===== config.mk =====
export PLATFORM = sky130hd
export DESIGN_NAME = gbc_ctrl
export DESIGN_NICKNAME = d
export VERILOG_FILES = /design/src/sv/gbc_pkg.sv /design/src/sv/gbc_ctrl.sv
export SDC_FILE = /design/constraint.sdc
export NUM_CORES = 1
export LEC_CHECK = 0
export CORE_AREA = 2 2 39 41
export DETAILED_ROUTE_END_ITERATION = 16
export DIE_AREA = 0 0 41 43
export DONT_BUFFER_PORTS = 1
export PLACE_DENSITY = 0.55
export REMOVE_ABC_BUFFERS = 1
export SLEW_MARGIN = 20
export SYNTH_ARGS = -nofsm -noshare
export SYNTH_HDL_FRONTEND = slang
export SYNTH_SLANG_ARGS = --single-unit

===== constraint.sdc =====
create_clock -name clk -period 4.28 [get_ports clk]
set_clock_uncertainty 0.15 [all_clocks]
set_input_delay 1.07 -clock clk [delete_from_list [all_inputs] [get_ports clk]]
set_output_delay 1.07 -clock clk [all_outputs]
set_load 0.005 [all_outputs]

===== src/sv/gbc_pkg.sv =====
// Package for the glyph bounding-box centering unit: sizes, request and
// register codes, and the controller/datapath command and status words.
// No dependencies.
`timescale 1ns / 1ps
`default_nettype none

package gbc_pkg;

  // Geometry
  localparam int CANVAS_ROWS = 32;
  localparam int CANVAS_COLS = 128;
  localparam int IMAGE_SIDE  = 28;
  localparam int CANVAS_SIZE = CANVAS_ROWS * CANVAS_COLS;
  localparam int IMAGE_SIZE  = IMAGE_SIDE * IMAGE_SIDE;

  // Field widths
  localparam int TYPE_W  = 2;
  localparam int PROW_W  = 5;
  localparam int CW      = 7;   // span / pixel column field
  localparam int PIX_W   = 8;
  localparam int IDX_W   = 10;
  localparam int LIMIT_W = 7;
  localparam int NOISE_W = 13;
  localparam int CFG_W   = 13;  // widest register
  localparam int CFGI_W  = 1;

  // Derived widths
  localparam int RW     = (CANVAS_ROWS > 1) ? $clog2(CANVAS_ROWS) : 1;
  localparam int CA_W   = $clog2(CANVAS_SIZE);
  localparam int IA_W   = $clog2(IMAGE_SIZE);
  localparam int IS_W   = $clog2(IMAGE_SIDE);
  localparam int SD_W   = $clog2(IMAGE_SIDE + 1);
  localparam int SWEEP_N = (CANVAS_SIZE > IMAGE_SIZE) ? CANVAS_SIZE : IMAGE_SIZE;
  localparam int SW_W   = $clog2(SWEEP_N);
  localparam int CNT_W  = $clog2(CANVAS_ROWS * (1 << CW) + 1);

  // Request codes
  localparam logic [TYPE_W-1:0] REQ_CLEAR   = 2'd0;
  localparam logic [TYPE_W-1:0] REQ_WRITE   = 2'd1;
  localparam logic [TYPE_W-1:0] REQ_PROCESS = 2'd2;
  localparam logic [TYPE_W-1:0] REQ_READ    = 2'd3;

  // Register indexes and reset values
  localparam logic [CFGI_W-1:0]  CFG_NARROW   = 1'd0;
  localparam logic [CFGI_W-1:0]  CFG_NOISE    = 1'd1;
  localparam logic [LIMIT_W-1:0] NARROW_RESET = 7'd3;
  localparam logic [NOISE_W-1:0] NOISE_RESET  = 13'd10;

  typedef struct packed {
    logic load;          // latch the request word
    logic sweep_canvas;  // write zero at sweep count
    logic sweep_image;
    logic pix_write;
    logic scan_rst;      // rewind span walk to first column, row 0
    logic scan_step;
    logic copy_mode;     // walk copies into image instead of counting
    logic set_accept;
    logic set_bad;
  } ctrl_cmd_t;

  typedef struct packed {
    logic [TYPE_W-1:0] req_type;
    logic              bad_order;
    logic              sweep_canvas_last;
    logic              sweep_image_last;
    logic              sweep_all_last;
    logic              scan_last;
    logic              reject;
    logic              found;
  } dp_status_t;

endpackage

`default_nettype wire


===== src/sv/gbc_ctrl.sv =====
// Controller state machine: sequences clears, writes, reads and the two
// span walks of a process request. Uses gbc_pkg.
`timescale 1ns / 1ps
`default_nettype none

module gbc_ctrl (
  input  wire logic                clk,
  input  wire logic                rst,
  input  wire logic                start,
  output logic                     busy,
  output logic                     done,
  output gbc_pkg::ctrl_cmd_t       cmd,
  input  wire gbc_pkg::dp_status_t status
);
  import gbc_pkg::*;

  localparam logic [3:0] S_INIT     = 4'd0;
  localparam logic [3:0] S_IDLE     = 4'd1;
  localparam logic [3:0] S_DISPATCH = 4'd2;
  localparam logic [3:0] S_CLRC     = 4'd3;
  localparam logic [3:0] S_SCAN     = 4'd4;
  localparam logic [3:0] S_SCAN_END = 4'd5;
  localparam logic [3:0] S_DECIDE   = 4'd6;
  localparam logic [3:0] S_CLRI     = 4'd7;
  localparam logic [3:0] S_COPY     = 4'd8;
  localparam logic [3:0] S_COPY_END = 4'd9;
  localparam logic [3:0] S_DONE     = 4'd10;

  logic [3:0] state;
  logic [3:0] state_next;

  always_ff @(posedge clk) begin
    if (rst) begin
      state <= S_INIT;
    end else begin
      state <= state_next;
    end
  end

  always_comb begin
    state_next = state;
    cmd = '0;
    case (state)
      S_INIT: begin
        cmd.sweep_canvas = 1'b1;
        cmd.sweep_image  = 1'b1;
        if (status.sweep_all_last) state_next = S_IDLE;
      end
      S_IDLE: begin
        if (start) begin
          cmd.load   = 1'b1;
          state_next = S_DISPATCH;
        end
      end
      S_DISPATCH: begin
        case (status.req_type)
          REQ_CLEAR: state_next = S_CLRC;
          REQ_WRITE: begin
            cmd.pix_write = 1'b1;
            state_next    = S_DONE;
          end
          REQ_PROCESS: begin
            if (status.bad_order) begin
              cmd.set_bad = 1'b1;
              state_next  = S_DONE;
            end else begin
              state_next = S_SCAN;
            end
          end
          default: state_next = S_DONE;  // read: image RAM addressed now
        endcase
      end
      S_CLRC: begin
        cmd.sweep_canvas = 1'b1;
        if (status.sweep_canvas_last) state_next = S_DONE;
      end
      S_SCAN: begin
        cmd.scan_step = 1'b1;
        if (status.scan_last) state_next = S_SCAN_END;
      end
      S_SCAN_END: state_next = S_DECIDE;
      S_DECIDE: begin
        if (status.reject) begin
          state_next = S_DONE;
        end else begin
          cmd.set_accept = 1'b1;
          cmd.scan_rst   = 1'b1;
          state_next     = S_CLRI;
        end
      end
      S_CLRI: begin
        cmd.sweep_image = 1'b1;
        if (status.sweep_image_last) state_next = status.found ? S_COPY : S_DONE;
      end
      S_COPY: begin
        cmd.scan_step = 1'b1;
        cmd.copy_mode = 1'b1;
        if (status.scan_last) state_next = S_COPY_END;
      end
      S_COPY_END: state_next = S_DONE;
      S_DONE:     state_next = S_IDLE;
      default:    state_next = S_IDLE;
    endcase
  end

  assign busy = (state != S_IDLE);
  assign done = (state == S_DONE);

  a_done_to_idle: assert property (@(posedge clk) disable iff (rst)
    done |=> (state == S_IDLE))
    else $error("done not followed by idle");

  a_load_only_idle: assert property (@(posedge clk) disable iff (rst)
    cmd.load |-> (state == S_IDLE) && start)
    else $error("request latched outside idle");

  a_copy_after_accept: assert property (@(posedge clk) disable iff (rst)
    (state == S_COPY) && $past(state) != S_COPY |-> $past(state) == S_CLRI)
    else $error("copy entered without image clear");

endmodule

`default_nettype wire


======== After elaboration in Yosys (flattened, before gate mapping) ========
Cells that the tools add are included.
word-level totals
  flip-flop bits (word level) ............. 4
  output and inout port bits .............. 11
operators by class
  eq/ne operators ......................... 19
  mux-type cells .......................... 24
  reductions and logical operators ........ 6
operator list
  cell                  count
  $pmux W4 S10          1
  $mux W4               8
  $eq A4 B3 Y1 const B  4
  $mux W1               13
  $eq A4 B4 Y1 const B  3
  $ne A2 B2 Y1 const B  6
  $eq A4 B2 Y1 const B  2
  $pmux W4 S2           1
  $reduce_and A6 Y1     1
  $reduce_or A2 Y1      3
  $eq A4 B1 Y1 const B  1
  $logic_not A4 Y1      1
  $ne A4 B1 Y1 const B  1
  $eq A2 B1 Y1 const B  1
  $eq A2 B2 Y1 const B  1
  $logic_not A2 Y1      1
  $mux W2               1

======== Longest topological paths before layout ========
  depth after elaboration ................. 3
  depth in mapped cells ................... 6
  gate-level depth less buffers ........... 4

======== Least setup slack after synthesis ========
OpenSTA, ideal clock, no wires.
  path kind ............................... input to output
  start ................................... input status[1] in the netlist's numbering
  end ..................................... output cmd[4] in the netlist's numbering
  arrival ................................. 1,592 ps
  setup slack ............................. 1,468 ps
  stages .................................. 2
  path through ............................ nor4_1 -> buf_4
RTL lines
  element          RTL line        RTL
  start, declared  gbc_ctrl.sv:13  input wire gbc_pkg::dp_status_t status
  end, declared    gbc_ctrl.sv:12  output gbc_pkg::ctrl_cmd_t cmd,

==> results_dict.tcl <==
set metrics [dict create \
    syn_inst 72 \
    insertedDiodeCount 0 \
    yosysSeqAreaShare 0.138 \
    arrival_ns 1.66 \
    postRouteWirelength_um 1150 \
    dr_wl_met3_um 73 \
    drv_slew 0 \
    largest_reg_flops 4 \
    hpwl_um 817 \
    cp-startpoint "state[2]" \
    yosysWarnings 0 \
    cts_tree "yes" \
    r2r_cells 4 \
    start_util 0.419 \
    synth_area_um2 579 \
    vdd_drop_max_v 0.000110 \
    gr-total-overflow 0 \
    final_nets 80 \
    cts.sinks 4 \
    cp_max_fo 17 \
    drt_iter0_drc 1 \
    r2r_slack_ns 2.43 \
    finalSetupViolations 0 \
    yosysUniqueCellTypes 39 \
    routed.top_layer "met3" \
    core_area_um2 1380 \
    drv_cap 0 \
    fmax_mhz 347 \
    ant_nets 0 \
    hp-class "flop to flop" \
    relSlewSlack 0.535 \
    via_per_inst 5.82 \
    placed_cell_area_um2 520 \
    wl_met1_um 589 \
    rows 14 \
    regMostFlops "state" \
    hold_depth 2 \
    power_density_nw_per_um2 205 \
    clockBufferDepth 2 \
    cts_buffers 3 \
    firstDrtPassIters 2 \
    path_class "flop to primary output" \
    rsz0062_at_grt "no" \
    post-cts-setup-buffers 0 \
    io_pins 23 \
    hold_ws_ns 0.727 \
    nFillCells 148 \
    p_comb_frac 0.191 \
    timing.final.crit_share 0.674 \
    syn_area_per_cell_um2 8.05 \
    clock_power_share 0.402 \
    cp-start-kind "flop" \
    fin_crit_ns 2.88 \
    grt_pass1_vias 411 \
    swShare 0.274 \
    crit_end "cmd[4]" \
    wl_per_cell_um 14.1 \
    area_growth_pct -6.26 \
    dieWidth_um 41 \
    portBuffers 0 \
    die-area_um2 1760 \
    rr_endpoint "state[2]" \
    seq_power_share 0.407 \
    switchingPower_uw 30.5 \
    cp-end-kind "primary output" \
    grt_use_total 0.153 \
    worstMarginPinSlew_ns 0.696 \
    required_ns 3.06 \
    leakage_nw 0.178 \
    hold_viol 0 \
    antenna_found_initial 0 \
    fin_total_pwr_uw 111 \
    internal-power_uw 80.7 \
    finalWeightedCongestion 0.757 \
    tns_ns 0 \
    final_area_um2 543 \
    dieHeight_um 43 \
    post-route-util 0.392 \
    drc 0 \
    post_route_cells_drive_above_1_share 0.197 \
    wl_met2_um 491 \
    status "completed" \
    reg2reg_from "state[2]" \
    reg_top3 "state: 4 flops" \
    cts-root-buf "clkbuf_4" \
    grt_max_degree 20 \
    grt_pass1_wl_um 1840 \
    clk_latency_ns 0.23 \
    cts.clk_slew.worst_paths_ns 0.04 \
    ctsHoldBuffers 0 \
    ctsResizeCount 0 \
    cts_htree_levels 1 \
    routed-via-count 477 \
    synth_seq_cells 4 \
]
[layout make-up]
class                   instances  area [µm²]  area share
inverters                       3        11.3      0.0207
flip-flops and latches          4        80.1       0.147
clock buffers                   3        22.5      0.0415
well taps                      16        20.0      0.0369
multi-input cells              56         409       0.753
[metrics by stage]
stage | worst slack (ns) | instances
after floorplan | 1.58 | 63
after global placement | 1.56 | 79
after detailed placement | 1.56 | 79
after CTS | 1.37 | 82
after global routing | 1.24 | 82
final | 1.40 | 82
[worst max-delay path: stages, from the launching register on]
cell	delay, ns
dfxtp_1	0.74
inv_2	0.17
nor4_1	0.51
[power groups by stage]
| stage | registers [mW] | clock network, mW | logic [mW] |
|---|---|---|---|
| after global placement | 0.0457 | 0 | 0.0217 |
| final | 0.0453 | 0.0447 | 0.0212 |
| after detailed placement | 0.0458 | 0 | 0.0215 |
| after floorplan | 0.0441 | 0 | 0.0193 |
| after CTS | 0.0452 | 0.0477 | 0.0216 |
| after global routing | 0.0458 | 0.0505 | 0.0243 |
[logic make-up after synthesis]
logic type	after synthesis	synth area share
flip-flops	4	0.138
buffers and inverters	12	0.155
XOR/XNOR	2	0.0302
AND/OR/NAND/NOR	29	0.339
AO/OA/AOI/OAI	21	0.266
multiplexers	4	0.0713
[per-layer routing]
layer  up-vias  track usage
met5         -            0
met4         0       0.0800
met3         0       0.0366
met2        13        0.197
met1       210        0.226
li1        254            -
[cells in the mapped netlist]
master,number,area share
nand2b_1,3,0.032
nor3b_1,1,0.013
dfxtp_1,4,0.14
a211o_1,1,0.015
buf_6,2,0.039
xor2_1,1,0.015
mux2_2,1,0.019
nand3_1,2,0.017
xnor2_1,1,0.015
nand2_1,4,0.026
nand4b_2,1,0.026
o21ai_2,1,0.015
a211oi_2,1,0.022
nand2b_4,1,0.024
inv_2,1,0.0065
and2_1,1,0.011
or4b_4,1,0.024
nand4_4,1,0.037
nor3_1,5,0.043
inv_1,2,0.013
a211oi_1,1,0.013
o41ai_2,1,0.028
buf_4,5,0.065
o21a_1,1,0.013
o2bb2ai_1,1,0.015
o22ai_1,1,0.011
a21oi_1,6,0.052
a32oi_1,1,0.015
buf_2,1,0.0086
a31oi_1,1,0.011
nor4_2,1,0.022
mux2i_1,3,0.052
clkbuf_8,1,0.024
nor4_1,2,0.022
o21ai_0,3,0.026
o221ai_1,1,0.015
and3_1,1,0.011
o31a_1,1,0.015
nor2_1,5,0.032
[how the worst min path moves through the flow]
stage	startpoint	to	slack, ns
after global placement	state[0]	state[0]	0.73
after global routing	rst	state[3]	0.75
after detailed placement	state[1]	state[1]	0.72
final	state[0]	state[0]	0.73
after CTS	state[1]	state[1]	0.72
after floorplan	state[0]	state[0]	0.58
[cell usage in the layout, fill, tap and decap left out, types with 2 or more instances in the layout]
cell | synthesis | routed
nand2_1 | 4 | 4
nor2_1 | 5 | 5
nand2b_1 | 3 | 3
nand3_1 | 2 | 2
nor3_1 | 5 | 5
a21oi_1 | 6 | 6
dfxtp_1 | 4 | 4
clkbuf_4 | 0 | 3
nor4_1 | 2 | 2
mux2i_1 | 3 | 3
o21ai_0 | 3 | 3
inv_1 | 2 | 2
(Power assumes the default switching activity.)
